**config.mk**
```make
export PLATFORM = sky130hd
export DESIGN_NAME = vmt_sat
export DESIGN_NICKNAME = d
export VERILOG_FILES = /design/src/rtl/vmt_pkg.sv /design/src/rtl/vmt_sat.sv
export SDC_FILE = /design/constraint.sdc
export NUM_CORES = 1
export LEC_CHECK = 0
export BUFFER_PORTS_ARGS = -buffer_cell sky130_fd_sc_hd__buf_2
export CAP_MARGIN = 20
export CORE_AREA = 2 2 158 160
export DETAILED_ROUTE_END_ITERATION = 6
export DIE_AREA = 0 0 160 162
export GPL_TIMING_DRIVEN = 0
export SLEW_MARGIN = 15
export SYNTH_ARGS = -nofsm -noshare
export SYNTH_HDL_FRONTEND = slang
export SYNTH_SLANG_ARGS = --single-unit
export TNS_END_PERCENT = 5
```
**constraint.sdc**
```tcl
create_clock -name clk -period 7.6 [get_ports clk]
set_clock_uncertainty 0.2 [all_clocks]
set_input_delay 0.76 -clock clk [delete_from_list [all_inputs] [get_ports clk]]
set_output_delay 0.76 -clock clk [all_outputs]
set_load 0.02 [all_outputs]
```
**src/rtl/vmt_pkg.sv**
```systemverilog
// ----------------------------------------------------------------------------
// vmt_pkg
// Shared types and constants for the 4x4 row-vector matrix transform.
// ----------------------------------------------------------------------------
package vmt_pkg;

  localparam int NUM_LANES = 4;
  localparam int NUM_CELLS = 4;
  localparam int IDX_W     = 2;
  localparam int OUT_W     = 32;
  localparam int FIELD_W   = 32;

  localparam logic MODE_LOAD  = 1'b0;
  localparam logic MODE_XFORM = 1'b1;

  typedef struct packed {
    logic             mode;
    logic [IDX_W-1:0] row;
    logic [IDX_W-1:0] col;
  } ctl_t;

endpackage

```
**src/rtl/vmt_sat.sv**
```systemverilog
// ----------------------------------------------------------------------------
// vmt_sat
// Output stage: drops load beats, scales the sums down and clamps each
// component to the word range, then holds the result until it is taken.
// ----------------------------------------------------------------------------
module vmt_sat import vmt_pkg::*; #(
  parameter int WORD_BITS = 32,
  parameter int FRAC_BITS = 16,
  parameter int ACC_W     = 66
) (
  input  logic                     clk,
  input  logic                     rst_n,
  input  logic                     in_valid,
  output logic                     in_ready,
  input  ctl_t                     in_ctl,
  input  logic signed [ACC_W-1:0]  in_acc [NUM_LANES],
  output logic                     out_valid,
  input  logic                     out_ready,
  output logic signed [OUT_W-1:0]  out_comp [NUM_LANES],
  output logic                     out_saturated
);

  localparam int HI_W = ACC_W - WORD_BITS + 1;
  localparam logic signed [WORD_BITS-1:0] W_MAX = {1'b0, {(WORD_BITS-1){1'b1}}};
  localparam logic signed [WORD_BITS-1:0] W_MIN = {1'b1, {(WORD_BITS-1){1'b0}}};

  logic                     valid_r;
  logic signed [OUT_W-1:0]  comp_r [NUM_LANES];
  logic                     sat_r;
  logic signed [OUT_W-1:0]  comp_nxt [NUM_LANES];
  logic                     sat_nxt;
  logic signed [ACC_W-1:0]  shifted;
  logic        [HI_W-1:0]   hi;
  logic signed [WORD_BITS-1:0] clamped;
  logic                     fits;
  logic                     hold_ok;
  logic                     is_xform;

  assign is_xform = in_ctl.mode == MODE_XFORM;
  assign hold_ok  = !valid_r || out_ready;
  assign in_ready = !is_xform || hold_ok;

  always_comb begin
    sat_nxt = 1'b0;
    shifted = '0;
    hi      = '0;
    fits    = 1'b1;
    clamped = '0;
    for (int j = 0; j < NUM_LANES; j++) begin
      shifted = in_acc[j] >>> FRAC_BITS;
      hi      = shifted[ACC_W-1:WORD_BITS-1];
      fits    = (&hi) || !(|hi);
      if (fits) begin
        clamped = shifted[WORD_BITS-1:0];
      end else if (shifted[ACC_W-1]) begin
        clamped = W_MIN;
      end else begin
        clamped = W_MAX;
      end
      sat_nxt     = sat_nxt || !fits;
      comp_nxt[j] = OUT_W'(clamped);
    end
  end

  always_ff @(posedge clk) begin
    if (!rst_n) begin
      valid_r <= 1'b0;
    end else if (hold_ok) begin
      valid_r <= in_valid && is_xform;
    end
  end

  always_ff @(posedge clk) begin
    if (in_valid && is_xform && hold_ok) begin
      comp_r <= comp_nxt;
      sat_r  <= sat_nxt;
    end
  end

  assign out_valid     = valid_r;
  assign out_comp      = comp_r;
  assign out_saturated = sat_r;

endmodule

```
# Word level (Yosys, flattened, before mapping)
# Cells that the tools add are included.
dict set report word_totals {
  ff_bits 130
  in_bits 273
  out_inout_bits 131
  elab_cells 43
}
dict set report classes {
  muxes 8
  n_reduce_logical 29
}
# operator count
set op_table {}
lappend op_table {{32-bit 2-to-1 mux} 8}
lappend op_table {{19-bit AND reduction} 4}
lappend op_table {{19-bit OR reduction} 4}
lappend op_table {{1-bit logical NOT} 10}
lappend op_table {{1-bit logical OR} 9}
lappend op_table {{1-bit logical AND} 2}

# Depth between registers and ports, before layout
# Gate-level depths: netlist of run 1.
dict set report depth {
  depth_word 7
  ltp_mapped 6
  ltp_nobuf 5
}

# Worst setup path after synthesis of run 1
# No wires, ideal clock.
dict set report synth_timing {
  kind {input to register}
  from {in in_valid}
  to {reg comp_r, in the netlist out_comp[0], enable pin}
  setup_time_ns 0.623
  t_arrival_ns 6.230
  required_ns 6.777
  slack_ns 0.547
  stages 2
  n_path_buf 0
  cell_sequence {nand2_1 nor2_1}
}
dict set report synth_between {
  elab_chain_cells 2
}
# element line_no
set synth_lines {}
lappend synth_lines {{start, declared} vmt_sat.sv:13} ;# input logic in_valid,
lappend synth_lines {{1-bit logical AND (2 in series)} vmt_sat.sv:74} ;# if (in_valid && is_xform && hold_ok) begin
lappend synth_lines {{end signal, assigned} vmt_sat.sv:75} ;# comp_r <= comp_nxt;
lappend synth_lines {{end, declared} vmt_sat.sv:28} ;# logic signed [OUT_W-1:0] comp_r [NUM_LANES];
# Every way passes these cells.
# A chain may end at the register's enable or synchronous reset.

# Worst setup path after layout of run 1
dict set report layout_timing {
  from {in out_ready}
  to {out in_ready}
}
dict set report layout_between {
  elab_chain_cells 2
}
# element line_no
set layout_lines {}
lappend layout_lines {{start, declared} vmt_sat.sv:18} ;# input logic out_ready,
lappend layout_lines {{1-bit logical OR} vmt_sat.sv:40} ;# assign hold_ok = !valid_r || out_ready;
lappend layout_lines {{1-bit logical OR} vmt_sat.sv:41} ;# assign in_ready = !is_xform || hold_ok;
lappend layout_lines {{end, declared} vmt_sat.sv:14} ;# output logic in_ready,
# Every way passes these cells.

==> results of run 1 <==
-- layer usage --
metal	vias up	global-route usage, %
li1	2128	-
met1	2046	13.8
met2	210	20.4
met3	22	5.49
met4	2	4.50
met5	-	0
-- how the worst max path moves through the flow --
stage / startpoint / end / slack [ns] / cells past startpoint
after floorplan: in_valid / out_comp[0]$_DFFE_PP_ / 0.55 / 2
after global placement: in_ctl[4] / out_comp[57]$_DFFE_PP_ / -2.43 / 3
after detailed placement: in_acc[197] / out_saturated$_DFFE_PP_ / 4.98 / 7
after CTS: out_ready / in_ready / 5.27 / 4
after global routing: out_ready / in_ready / 5.21 / 4
final: out_ready / in_ready / 5.27 / 4
-- metrics by stage --
stage	TNS, ns	setup slack [ns]	cell area, sq um	hold slack [ns]
after floorplan	0	0.547	5660	0.518
after global placement	-311.55	-2.43	7740	0.441
after detailed placement	0	4.98	7860	0.503
after CTS	0	5.27	8440	0.352
after global routing	0	5.21	8440	0.361
final	0	5.27	8450	0.376
-- cell usage in the layout (no fill, tap or decap), types with 3 or more instances in the layout --
cell type,count
clkbuf_16,17
a31o_2,4
clkbuf_1,5
bufinv_16,3
dlygate4sd3_1,3
a21o_1,39
a21o_2,85
nor4_2,4
clkinv_2,4
edfxtp_1,129
buf_4,3
nor4_1,16
buf_12,3
nand4_1,21
buf_6,18
nor2_1,8
a311oi_2,3
buf_2,338
and3_1,4
-- cell type report --
cell class	instances	area, sq um
plain buffers	28	274
clock inverters	11	138
well taps	324	405
repair buffers	340	1790
clock buffers	21	440
multi-input cells	191	1500
fillers	2478	15700
diodes	2	5.00
flip-flops and latches	130	3890
-- report_power, final --
part | switching, mW | internal, mW
sequential | 0.00667 | 0.826
combinational | 0.110 | 0.0947
clock | 0.305 | 0.513
-- sequential cells by signal, indices dropped and copies added (netlist names) --
| signal | count |
|---|---|
| out_comp | 128 |
| out_saturated | 1 |
| out_valid | 1 |
-- cell usage after synthesis --
cell and n:
a21oi_1 1, a311oi_2 3, a311oi_1 1, buf_2 3, nor2_1 9, a21o_2 85
dlygate4sd3_1 3, clkbuf_1 1, a31o_2 4, dfxtp_1 1, nand2_1 2, and3_1 4
nor4_2 4, buf_6 18, nor4_1 16, nand4_1 21, a21o_1 39, edfxtp_1 129
nor2b_1 2, buf_4 3
-- cell families after synthesis --
logic type,Yosys count,synth area share [%]
buffers and inverters,28,4.84
flip-flops,130,68.8
AO/OA/AOI/OAI,133,20.0
AND/OR/NAND/NOR,58,6.37
==> impl_metrics.env, run 1 <==
export IMPL_status="complete, no violations"
export IMPL_h_tree_depth=4
export IMPL_cts_hold_buf=0
export IMPL_final_cells=1047
export IMPL_cts_resized=0
export IMPL_drc_errors=0
export IMPL_grt_pass1_wl_mm=24.3
export IMPL_hold_class="in -> reg"
export IMPL_crit_slowest_cell="nor2b_1"
export IMPL_wire_per_inst_um=15.3
export IMPL_die_y_um=162
export IMPL_min_to="out_valid$_SDFFE_PN0P_"
export IMPL_final_util_pct=35.0
export IMPL_syn_inst=349
export IMPL_dr_pass1_iters=4
export IMPL_finalHoldViolations=0
export IMPL_path_delay_family="simple AND/OR/NAND/NOR gates"
export IMPL_cp_arrival_ns=1.37
export IMPL_cts_sink_count=130
export IMPL_drtAntennaViolNets=0
export IMPL_synth_fp_nets=622
export IMPL_cts_buffers=17
export IMPL_ys_types=20
export IMPL_whs_path_depth=2
export IMPL_r2r_start="out_valid$_SDFFE_PN0P_"
export IMPL_grt_pass1_vias=4533
export IMPL_clock_latency_ns=0.40
export IMPL_num_io_pins=404
export IMPL_setup_violations_final=0
export IMPL_highest_layer="met5"
export IMPL_port_buffers=335
export IMPL_ys_warn_count=0
export IMPL_worst_r2r_setup_slack_ns=5.63
export IMPL_crit_path_end_kind="primary output"
export IMPL_yosysTopAreaCell="edfxtp_1"
export IMPL_slew_headroom_pct=59.3
export IMPL_worstPathCellList="buf_2 > nor2b_1 > nand2_1 > buf_2"
export IMPL_die_width_um=160
export IMPL_dieArea_sq_um=25900
export IMPL_grt_use_total_pct=12.2
export IMPL_cts_tree="built"
export IMPL_r2r_end="out_comp[5]$_DFFE_PP_"
export IMPL_finalCritPeriodShare_pct=30.7
export IMPL_wl_met2_mm=7.91
export IMPL_drtIter0Drc=224
export IMPL_rows=57
export IMPL_max_freq_ghz=0.429
export IMPL_synth_area_leaders="edfxtp_1 (68%), a21o_2 (13%), a21o_1 (5.2%)"
export IMPL_cellLeakagePower_nw=3.88
export IMPL_dp_hpwl_mm=12.4
export IMPL_critPathMaxFanout=3
export IMPL_antenna_found_initial=3
export IMPL_clk_pin_slew_ns=0.06
export IMPL_gp_congestion=0.734
export IMPL_drive_above_1_share_pct=67.7
export IMPL_core_area_sq_um=24100
export IMPL_drt_total_wl_mm=16.0
export IMPL_overflow=0
export IMPL_cap_violations=0
export IMPL_worst_path_most_repeated_cell="buf_2"
export IMPL_ys_seq_elements=130
export IMPL_finalPower_mw=1.85
export IMPL_power_density_nw_per_um2=220
export IMPL_cpPeakStageDelay_ns=0.27
export IMPL_period_minus_slack_ns=2.33
export IMPL_dp_cells=1013
export IMPL_via_per_inst=4.21
export IMPL_critical_path_class="in -> out"
export IMPL_nets=981
export IMPL_rsz0062_at_grt="false"
export IMPL_vias=4408
export IMPL_crit_path_start_kind="input port"
export IMPL_wl_met1_mm=6.29
export IMPL_start_util_pct=23.5
export IMPL_worstPathRequired_ns=6.64
export IMPL_maxSlewViolCount=0
export IMPL_worst_pin_slew_ns=0.606
export IMPL_post_cts_repair_setup_buffers=0
export IMPL_root_buffer="clkbuf_16"
export IMPL_synth_area_sq_um=5660
export IMPL_cts_path_max_buffers=2
export IMPL_syn2layout_area_growth_pct=49.3
export IMPL_worstHoldStart="rst_n"
export IMPL_crit_buf_inv=2
export IMPL_synth_top_area_share_pct=68.5
export IMPL_rr_worst_depth=4
export IMPL_grt_max_degree=31
export IMPL_yosysSeqAreaShare_pct=68.8
export IMPL_wl_met3_mm=1.45
export IMPL_syn_avg_cell_area_sq_um=16.2
export IMPL_peakVddDrop_mv=0.111
(Power assumes the default switching activity.)
==> run 2, diff against run 1 <==
Clock period 7.6 ns to 1.99 ns, I/O delays scaled along.
==> run 2 against run 1 <==
Effect of this change: combinational power grew to 4.8 times the previous value; die area did not move; cell area increased by 14%; cell count is 12% higher; largest cell class unchanged.
==> impl_metrics.env, run 2 (same netlist as run 1, synthesis figures left out) <==
export IMPL_pwr_share_clk_pct=41.7
export IMPL_syn2layout_area_growth_pct=70.9
export IMPL_h_tree_depth=4
export IMPL_hold_class="in -> reg"
export IMPL_worstPathRequired_ns=1.88
export IMPL_pwr_share_seq_pct=44.6
export IMPL_drtIter0Drc=246
export IMPL_grt_max_degree=32
export IMPL_cts_sink_count=130
export IMPL_largest_reg_flops=128
export IMPL_vias=4925
export IMPL_drc_errors=0
export IMPL_netSwitchingPower_mw=1.64
export IMPL_drtAntennaViolNets=0
export IMPL_rsz0062_at_grt="false"
export IMPL_finalCritPeriodShare_pct=93.9
export IMPL_slew_headroom_pct=57.9
export IMPL_grt_pass1_wl_mm=27.9
export IMPL_grt_use_total_pct=13.7
export IMPL_antenna_found_initial=1
export IMPL_max_freq_ghz=0.535
export IMPL_critPathMaxFanout=31
export IMPL_status="complete, no violations"
export IMPL_intPower_mw=5.50
export IMPL_finalPower_mw=7.13
export IMPL_switching_share_pct=23.0
export IMPL_peakVddDrop_mv=0.436
export IMPL_fill_cells=2331
export IMPL_maxSlewViolCount=0
export IMPL_clock_latency_ns=0.40
export IMPL_die_width_um=160
export IMPL_die_y_um=162
export IMPL_gp_congestion=0.730
export IMPL_critical_path_class="reg -> reg"
export IMPL_r2r_start="out_valid$_SDFFE_PN0P_"
export IMPL_power_density_nw_per_um2=738
export IMPL_cp_arrival_ns=1.76
export IMPL_rows=57
export IMPL_dr_pass1_iters=4
export IMPL_drive_above_1_share_pct=57.9
export IMPL_grt_pass1_vias=5333
export IMPL_crit_path_end_kind="register"
export IMPL_crit_path_start_kind="register"
export IMPL_pwr_share_comb_pct=13.7
export IMPL_finalHoldViolations=0
export IMPL_start_util_pct=23.5
export IMPL_cts_resized=0
export IMPL_setup_worst_path_start="out_valid$_SDFFE_PN0P_"
export IMPL_cts_buffers=17
export IMPL_cts_path_max_buffers=2
export IMPL_overflow=0
export IMPL_dp_hpwl_mm=12.4
export IMPL_layout_commonest_cell="buf_2"
export IMPL_via_per_inst=4.20
export IMPL_setup_violations_final=0
export IMPL_worstHoldStart="in_acc[65]"
export IMPL_root_buffer="clkbuf_16"
export IMPL_dieArea_sq_um=25900
export IMPL_cap_violations=0
export IMPL_cts_tree="built"
export IMPL_num_io_pins=404
export IMPL_final_cell_mix="buf_2 (338), dlygate4sd3_1 (130), edfxtp_1 (129)"
export IMPL_period_minus_slack_ns=1.87
export IMPL_drt_total_wl_mm=17.8
export IMPL_core_area_sq_um=24100
export IMPL_final_area_sq_um=9670
export IMPL_wire_per_inst_um=15.2
export IMPL_clk_pin_slew_ns=0.05
export IMPL_cellLeakagePower_nw=4.39
export IMPL_nets=1108
export IMPL_port_buffers=335
export IMPL_place_area_sq_um=7840
export IMPL_worst_pin_slew_ns=0.631
[run 2: area by class of cell]
class                           instances  area, sq um  share of cell area [%]
Multi-Input combinational cell        192         1510                    15.6
Timing Repair Buffer                  466         3030                    31.3
Sequential cell                       130         3890                    40.3
Clock buffer                           20          437                    4.52
Clock inverter                         11          115                    1.19
Antenna cell                            1         2.50                  0.0259
Buffer                                 28          274                    2.83
Tap cell                              324          405                    4.19
[run 2: stage by stage]
stage	setup WS [ns]	util, %	std cells	hold WS, ns	TNS, ns
after floorplan	-1.00	-	349	0.127	-129.29
after global placement	-1.91	32.2	1008	0.216	-244.27
after detailed placement	-0.0600	32.5	1012	0.230	-3.69
after CTS	0.114	40.1	1171	0.0982	0
after global routing	0.0385	40.1	1172	0.126	0
final	0.121	40.1	1172	0.123	0
[run 2: layer usage]
metal	up-vias	GRT usage [%]	wire length, um
met5	-	0	0
met4	0	4.63	346
met3	21	5.16	1340
met2	215	24.6	9160
met1	2308	15.0	6980
li1	2381	-	-
[run 2: repair_timing]
item                                   CTS  global route
setup endpoints to repair               60             0
endpoints found under the hold margin  126             0
setup buffers                            0             0
hold buffers                           127             0
[run 2: power by group through the flow]
stage	clock network, mW	registers (mW)	logic [mW]
floorplan	0	3.39	0.224
global placement	0	3.25	0.750
detailed placement	0	3.24	0.780
CTS	3.08	3.18	0.981
global route	3.20	3.19	1.06
finish	2.97	3.18	0.980
[run 2: worst paths after layout]
kind / end / depth (start not counted) / slack (ns)
max: out_comp[29]$_DFFE_PP_ / 4 / 0.12
min: out_comp[28]$_DFFE_PP_ / 3 / 0.12
max reg2reg: out_comp[29]$_DFFE_PP_ / 4 / 0.12
min reg2reg: out_comp[98]$_DFFE_PP_ / 2 / 0.69
[run 2: critical path: stages, from the launching register on]
cell     delay, ns
dfxtp_2       0.33
nor2b_4       0.15
nor2_4        0.38
buf_12        0.25
buf_12        0.22
